`src/hw/rtl/modular_inverse_macros.svh`:
```
// assertion macros for the modular inverse block
`ifndef MODULAR_INVERSE_MACROS_SVH
`define MODULAR_INVERSE_MACROS_SVH

// same-cycle implication, checked outside reset
`define MI_ASSERT_NOW(label, ante, cons) \
    label: assert property (@(posedge i_clk) disable iff (!i_rst_n) (ante) |-> (cons)) \
        else $error("modular_inverse assertion failed");

// next-cycle implication, checked outside reset
`define MI_ASSERT_NEXT(label, ante, cons) \
    label: assert property (@(posedge i_clk) disable iff (!i_rst_n) (ante) |=> (cons)) \
        else $error("modular_inverse assertion failed");

`endif

```
`src/hw/rtl/mi_pkg.sv`:
```
// shared constants and controller/datapath interface types for the modular inverse
`timescale 1ns / 1ps

package mi_pkg;

    // default operand width
    localparam int WIDTH_DEF = 32;

    // modulus after reset, truncated to the operand width where used
    localparam logic [63:0] MOD_RESET = 64'd1000000007;

    // commands from controller to datapath
    typedef struct packed {
        logic load;       // take a new value, set up remainder and coefficient pairs
        logic div_start;  // clear divider remainder and product accumulator
        logic div_step;   // one quotient bit and one multiply-accumulate step
        logic update;     // fold quotient into remainder and coefficient pairs
        logic out_load;   // reduce coefficient into the output register
    } t_dp_cmd;

    // status from datapath to controller
    typedef struct packed {
        logic r1_zero;    // euclid loop finished
    } t_dp_stat;

endpackage

```
`src/hw/rtl/mi_datapath.sv`:
```
// datapath: remainder and coefficient pairs, shared shift-subtract divider, output register
`timescale 1ns / 1ps

module mi_datapath #(
    parameter int WIDTH = mi_pkg::WIDTH_DEF
) (
    input  logic                 i_clk,
    input  mi_pkg::t_dp_cmd      i_cmd,
    input  logic [WIDTH-1:0]     i_value,
    input  logic [WIDTH-1:0]     i_modulus,
    output mi_pkg::t_dp_stat     o_stat,
    output logic [WIDTH-1:0]     o_inverse
);

    // coefficients stay below the modulus in magnitude; partial products below twice that
    localparam int CW = WIDTH + 3;

    logic [WIDTH-1:0] r_r0, r_r1, r_rem, r_dvd, r_inverse;
    logic [CW-1:0]    r_c0, r_c1, r_acc;

    logic [WIDTH:0]   rem_sh;
    logic [WIDTH:0]   rem_sub;
    logic             q_bit;
    logic [WIDTH-1:0] n_rem;
    logic [CW-1:0]    n_acc;
    logic [CW-1:0]    mag;
    logic [WIDTH-1:0] n_inverse;

    // one restoring division step with the matching step of quotient times c1
    always_comb begin
        rem_sh  = {r_rem, r_dvd[WIDTH-1]};
        rem_sub = rem_sh - {1'b0, r_r1};
        q_bit   = (rem_sh >= {1'b0, r_r1});
        n_rem   = q_bit ? rem_sub[WIDTH-1:0] : rem_sh[WIDTH-1:0];
        n_acc   = {r_acc[CW-2:0], 1'b0} - (q_bit ? r_c1 : {CW{1'b0}});
    end

    // final coefficient moved into 0 .. modulus-1
    always_comb begin
        mag = {CW{1'b0}} - r_c0;
        if (i_modulus == {WIDTH{1'b0}}) begin
            n_inverse = {WIDTH{1'b0}};
        end else if (r_c0[CW-1]) begin
            n_inverse = i_modulus - mag[WIDTH-1:0];
        end else begin
            n_inverse = r_c0[WIDTH-1:0];
        end
    end

    // datapath registers, sequenced by the controller
    always_ff @(posedge i_clk) begin
        if (i_cmd.load) begin
            r_r0 <= i_value;
            r_r1 <= i_modulus;
            r_c0 <= CW'(1);
            r_c1 <= {CW{1'b0}};
        end
        if (i_cmd.div_start) begin
            r_rem <= {WIDTH{1'b0}};
            r_dvd <= r_r0;
            r_acc <= {CW{1'b0}};
        end
        if (i_cmd.div_step) begin
            r_rem <= n_rem;
            r_dvd <= {r_dvd[WIDTH-2:0], 1'b0};
            r_acc <= n_acc;
        end
        if (i_cmd.update) begin
            r_r0 <= r_r1;
            r_r1 <= r_rem;
            r_c0 <= r_c1;
            r_c1 <= r_c0 + r_acc;
        end
        if (i_cmd.out_load) begin
            r_inverse <= n_inverse;
        end
    end

    assign o_stat.r1_zero = (r_r1 == {WIDTH{1'b0}});
    assign o_inverse      = r_inverse;

endmodule

```
`src/hw/rtl/mi_ctrl.sv`:
```
// controller: sequences euclid steps and bit-serial divisions, owns the handshakes
`timescale 1ns / 1ps

module mi_ctrl #(
    parameter int WIDTH = mi_pkg::WIDTH_DEF
) (
    input  logic             i_clk,
    input  logic             i_rst_n,
    input  logic             i_valid,
    output logic             o_ready,
    output logic             o_valid,
    input  logic             i_ready,
    input  mi_pkg::t_dp_stat i_stat,
    output mi_pkg::t_dp_cmd  o_cmd
);

    localparam int CNT_W = $clog2(WIDTH);

    typedef enum logic [2:0] {
        S_IDLE,
        S_CHECK,
        S_DIV,
        S_UPD,
        S_FIN
    } t_state;

    t_state           r_state, n_state;
    logic [CNT_W-1:0] r_cnt, n_cnt;
    logic             r_valid, n_valid;
    logic             out_free;

    assign out_free = !r_valid || i_ready;

    // next state and datapath commands
    always_comb begin
        n_state = r_state;
        n_cnt   = r_cnt;
        n_valid = r_valid && !i_ready;
        o_cmd   = '0;
        unique case (r_state)
            S_IDLE: begin
                if (i_valid) begin
                    o_cmd.load = 1'b1;
                    n_state    = S_CHECK;
                end
            end
            S_CHECK: begin
                o_cmd.div_start = 1'b1;
                n_cnt           = {CNT_W{1'b0}};
                n_state         = i_stat.r1_zero ? S_FIN : S_DIV;
            end
            S_DIV: begin
                o_cmd.div_step = 1'b1;
                n_cnt          = r_cnt + 1'b1;
                if (r_cnt == CNT_W'(WIDTH - 1)) begin
                    n_state = S_UPD;
                end
            end
            S_UPD: begin
                o_cmd.update = 1'b1;
                n_state      = S_CHECK;
            end
            S_FIN: begin
                if (out_free) begin
                    o_cmd.out_load = 1'b1;
                    n_valid        = 1'b1;
                    n_state        = S_IDLE;
                end
            end
            default: begin
                n_state = S_IDLE;
            end
        endcase
    end

    // state, counter and output valid
    always_ff @(posedge i_clk) begin
        if (!i_rst_n) begin
            r_state <= S_IDLE;
            r_cnt   <= {CNT_W{1'b0}};
            r_valid <= 1'b0;
        end else begin
            r_state <= n_state;
            r_cnt   <= n_cnt;
            r_valid <= n_valid;
        end
    end

    assign o_ready = (r_state == S_IDLE);
    assign o_valid = r_valid;

endmodule

```
`src/hw/rtl/modular_inverse.sv`:
```
// Modular inverse by the extended Euclidean algorithm.
// Input channel i_valid/o_ready carries i_value; output channel o_valid/i_ready
// carries o_inverse, the inverse of i_value modulo the configured modulus in
// 0 .. modulus-1 (for a value not coprime to the modulus, the reduced Bezout
// coefficient; zero for a zero value or a zero modulus).
// The modulus is written over i_cfg_valid/o_cfg_ready with i_modulus; the user
// must write it only while no word is in flight, as the block itself does not
// enforce this. It resets to 1000000007. One word is worked on at a time. Each
// Euclid step runs one check, a pass of the shared shift-subtract divider (which
// also forms quotient times coefficient bit by bit), and one update; a word
// takes at most about 1.44*WIDTH+2 steps. o_ready is high only while idle.
// The result sits in an output register; a stalled receiver holds it, and the
// next word may be accepted and computed meanwhile, waiting at the end for
// the register to free up. Synchronous reset drops any word in flight.
`timescale 1ns / 1ps
`include "modular_inverse_macros.svh"

module modular_inverse #(
    parameter int WIDTH = mi_pkg::WIDTH_DEF
) (
    input  logic             i_clk,
    input  logic             i_rst_n,
    input  logic             i_valid,
    output logic             o_ready,
    input  logic [WIDTH-1:0] i_value,
    output logic             o_valid,
    input  logic             i_ready,
    output logic [WIDTH-1:0] o_inverse,
    input  logic             i_cfg_valid,
    output logic             o_cfg_ready,
    input  logic [WIDTH-1:0] i_modulus
);

    logic [WIDTH-1:0] r_modulus;
    mi_pkg::t_dp_cmd  cmd;
    mi_pkg::t_dp_stat stat;

    // modulus register
    always_ff @(posedge i_clk) begin
        if (!i_rst_n) begin
            r_modulus <= mi_pkg::MOD_RESET[WIDTH-1:0];
        end else if (i_cfg_valid) begin
            r_modulus <= i_modulus;
        end
    end

    assign o_cfg_ready = 1'b1;

    // sequencer
    mi_ctrl #(
        .WIDTH (WIDTH)
    ) u_ctrl (
        .i_clk   (i_clk),
        .i_rst_n (i_rst_n),
        .i_valid (i_valid),
        .o_ready (o_ready),
        .o_valid (o_valid),
        .i_ready (i_ready),
        .i_stat  (stat),
        .o_cmd   (cmd)
    );

    // arithmetic
    mi_datapath #(
        .WIDTH (WIDTH)
    ) u_dp (
        .i_clk     (i_clk),
        .i_cmd     (cmd),
        .i_value   (i_value),
        .i_modulus (r_modulus),
        .o_stat    (stat),
        .o_inverse (o_inverse)
    );

    // result always reduced below a nonzero modulus
    `MI_ASSERT_NOW(a_inv_range, o_valid && (r_modulus != '0), o_inverse < r_modulus)
    // only one word in flight: an accepted word closes the input
    `MI_ASSERT_NEXT(a_one_in_flight, i_valid && o_ready, !o_ready)
    // a new result is loaded only once the input has been taken
    `MI_ASSERT_NEXT(a_load_after_accept, o_ready && !(i_valid && o_ready), !$rose(o_valid))

endmodule
```
`config.mk`:
```
export PLATFORM = sky130hd
export DESIGN_NAME = modular_inverse
export DESIGN_NICKNAME = d
export VERILOG_FILES = /design/src/hw/rtl/mi_pkg.sv /design/src/hw/rtl/mi_datapath.sv /design/src/hw/rtl/mi_ctrl.sv /design/src/hw/rtl/modular_inverse.sv
export VERILOG_INCLUDE_DIRS = /design/src /design/src/hw/rtl
export SDC_FILE = /design/constraint.sdc
export NUM_CORES = 1
export LEC_CHECK = 0
export BUFFER_PORTS_ARGS = -buffer_cell sky130_fd_sc_hd__clkbuf_2
export CAP_MARGIN = 10
export CORE_MARGIN = 8
export CORE_UTILIZATION = 49
export CTS_BUF_LIST = sky130_fd_sc_hd__clkbuf_8
export CTS_CLUSTER_SIZE = 14
export DETAILED_ROUTE_END_ITERATION = 8
export GPL_ROUTABILITY_DRIVEN = 0
export PLACE_DENSITY = 0.69
export SKIP_CTS_REPAIR_TIMING = 1
export SYNTH_ARGS = -nofsm -noshare
export SYNTH_HDL_FRONTEND = slang
export SYNTH_SLANG_ARGS = --single-unit
```
`constraint.sdc`:
```
create_clock -name i_clk -period 13.5 [get_ports i_clk]
set_input_delay 2.025 -clock i_clk [delete_from_list [all_inputs] [get_ports i_clk]]
set_output_delay 2.025 -clock i_clk [all_outputs]
set_load 0.03 [all_outputs]
```
==> qor.csv <==
metric;value;unit
status;finished clean;
cts_buffer_depth;3;
critical_path.cell_chain;ha_1, o21a_1, o211ai_1, a2111oi_2, a21o_1, nand3_1, nand2_2, buf_4, nand2_1, fa_1, a21oi_1, o21ai_0, a21oi_1, o21ai_1, a32oi_2, o311a_1, nor3_1, a2111oi_2, xnor2_1, nor2_1;
grt_pass1_vias;15094;
synth_nets;2140;
drive_above_1_share;11.67;%
rows;72;
fillers;3400;
power.internal;1.967;mW
p_per_area;136.6;nW/um^2
swShare;31.95;%
drv_slew;0;
drc;0;
power_switching;0.9233;mW
cp-start-kind;flip-flop;
syn2layout_area_growth;11.22;%
wl_per_cell;19.85;um
ys_ff_latch;306;
synth_area;19020;um^2
setup_viol;0;
drtIter0Drc;1268;
die_height;213.0;um
synth_flop_cell;edfxtp_1;
synth-edff-count;264;
utilization;54.99;%
crit_required;13.87;ns
synth_top_cell_area_share;41.68;%
final.period_utilization;42.73;%
ys_types;81;
synthTopCellsByArea;edfxtp_1 (42%), ha_1 (8.7%), nand2_1 (5.6%);
design.die.area;45380;um^2
rsz0062_at_grt;false;
ys_seq_area_share;46.10;%
clkTransAtPathRegs;0.06;ns
ant_nets;0;
power_frac_clock;33.0;%
yosysTopAreaCell;edfxtp_1;
clkLatencyLatePin;0.65;ns
final_cell_count_no_fill;2584;
dieWidth;213.0;um
syn_inst;1935;
seqPwrFrac;40.9;%
cpMaxStageDelayCell;buf_4;
tritoncts;done;
fin_skew;0.03171;ns
htreeDepth;2;
cap_violations;0;
firstDrtPassIters;5;
vias;15312;
start_util;49.44;%
slowest_delay;0.63;ns
grt.total_usage;22.61;%
finalNetCount;2227;
grt_first_pass_wirelength;81.77;mm
placedCellCount;2486;
worst_slew_pin_slew;1.139;ns
cts-buffers-inserted;52;
final-hold-violation-count;0;
hp-class;flip-flop to flip-flop;
slew_headroom;24.10;%
antenna_found_initial;0;
routed_wl;51.29;mm
numClockSinks;306;
grt_max_degree;104;
grt_overflow;0;
fin_total_pwr;2.890;mW
fin_tns_setup;0;ns
syn_avg_cell_area;9.829;um^2
synth-async-reset-ratio;0;%
endpoint_kind;flip-flop;
via_per_inst;5.926;
cp.arrival;6.14;ns
ys_warn_count;0;
crit_path_max_fanout;66;
min_period;5.769;ns
peakVddDrop;0.00006541;V
whs;0.4693;ns
io_buffers;102;
dp_hpwl;36.23;mm
cts_root_buf;clkbuf_8;
fmax;0.1733;GHz
top_level_ports;104;
p_comb_share;26.1;%
path_class;flip-flop to flip-flop;
core_area;38470;um^2
n_antenna_cell;0;
p_leak;8.998;nW
## per-layer routing
metal,GRT usage (%),routed length (um),part of all wire [%]
met5,0,0,0
met4,8.091,1735,3.4
met3,4.345,3672,7.2
met2,37.05,23870,47
met1,29.58,22010,43
## area by class of cell
cell class | instances | area [um^2] | share of cell area, %
Tap cell | 518 | 648.1 | 3.064
Sequential cell | 306 | 8768 | 41.45
Inverter | 63 | 239.0 | 1.130
Clock inverter | 41 | 390.4 | 1.845
Timing Repair Buffer | 113 | 593.1 | 2.804
Multi-Input combinational cell | 1486 | 9729 | 46.00
Clock buffer | 57 | 784.5 | 3.709
## registers in the layout, indices dropped and copies added (netlist names), 5 cells and up
name,flops
r_modulus,32
u_dp.r_rem,32
u_dp.r_c1,35
u_dp.o_inverse,32
u_dp.r_r0,32
u_dp.r_acc,35
u_dp.r_c0,35
u_dp.r_r1,32
u_dp.r_dvd,32
u_ctrl.r_cnt,5
## power by group through the flow
stage	combinational, mW	sequential (mW)	clock [mW]
5_1_grt	0.838	1.19	1.01
3_5_place_dp	0.740	1.20	0
3_3_place_gp	0.727	1.20	0
2_1_floorplan	0.580	1.18	0
4_1_cts	0.747	1.18	0.970
6_report	0.755	1.18	0.953
## per-stage QoR
stage          area, um^2  worst slack, ns
3_3_place_gp        19980            8.038
6_report            21150            7.731
5_1_grt             21150            7.315
2_1_floorplan       19020            8.091
4_1_cts             21150            7.837
3_5_place_dp        19980            7.873
## cell families (layout without fill, tap and decap cells)
logic type      count (synthesis)  in the layout  share of synthesized area (%)
buf+inv                       143            274                          2.987
compound gates                475            475                          16.58
mux                            53             53                          2.789
flops                         306            306                          46.10
xor+xnor                       98             98                          4.513
simple gates                  723            723                          17.91
fa+ha+maj                     136            136                          9.105
other cells                     1              1                        0.01972
## placed cells by master, fill, tap and decap left out, types with 8 or more instances in the layout
cell       count
clkinv_2      10
mux2i_1       53
buf_4         11
xor2_1        46
a21oi_1      134
o21bai_1      11
clkbuf_2     102
a22o_1        31
a31oi_1       17
nor4_1        24
inv_1         72
dfxtp_1       42
and3_1        53
xnor2_1       52
o211ai_1       8
a21o_1        61
a211oi_1      20
ha_1         132
edfxtp_1     264
and2_1        10
o21ai_1        8
clkinv_1       9
bufinv_16      8
nand2b_1      21
o21a_1        29
nor3_1        36
nand3_1       39
nand2_1      281
clkbuf_8      57
o21ai_0       94
nor2_1       149
nand4_1       20
nor2b_1       36
or2_2         11
## final timing paths
| check | startpoint | slack (ns) | endpoint | cells past startpoint |
|---|---|---|---|---|
| worst max-delay path | u_dp.r_rem[5] | 7.73 | u_dp.r_acc[34] | 20 |
| worst min-delay path | u_ctrl.r_cnt[3] | 0.47 | u_ctrl.r_cnt[3] | 1 |
| worst max register to register | u_dp.r_rem[5] | 7.73 | u_dp.r_acc[34] | 20 |
| worst min register to register | u_ctrl.r_cnt[3] | 0.47 | u_ctrl.r_cnt[3] | 1 |
## worst max-delay path: cells and delay by family (launching register included)
family                     cells  cell delay, ns
AOI/OAI and AO/OA             11            2.87
xor gates and xnor gates       1            0.16
adders and majority gates      2            0.87
buffers and inverters          1            0.63
DFF                            1            0.42
and+or+nand+nor                5            0.55
## cell usage after synthesis (all sizes together) (3+ instances only)
cell type  count
nand2        284
edfxtp       264
nor2         152
a21oi        135
ha           132
o21ai        102
clkbuf        67
a21o          64
inv           63
and3          56
mux2i         53
xnor2         52
xor2          46
dfxtp         42
nand3         39
nor2b         38
nor3          37
a22o          31
o21a          29
nor4          24
nand2b        21
a211oi        20
nand4         20
a31oi         17
buf           12
o21bai        11
or2           11
and2          10
o211ai         8
a211o          7
or3            6
a221o          5
a221oi         5
a31o           5
nor3b          5
nor4b          5
o2111ai        5
and4           4
fa             4
o41ai          4
or4            4
nand3b         3
nand4b         3
o31ai          3
Power figures use the tool's default switching activity.
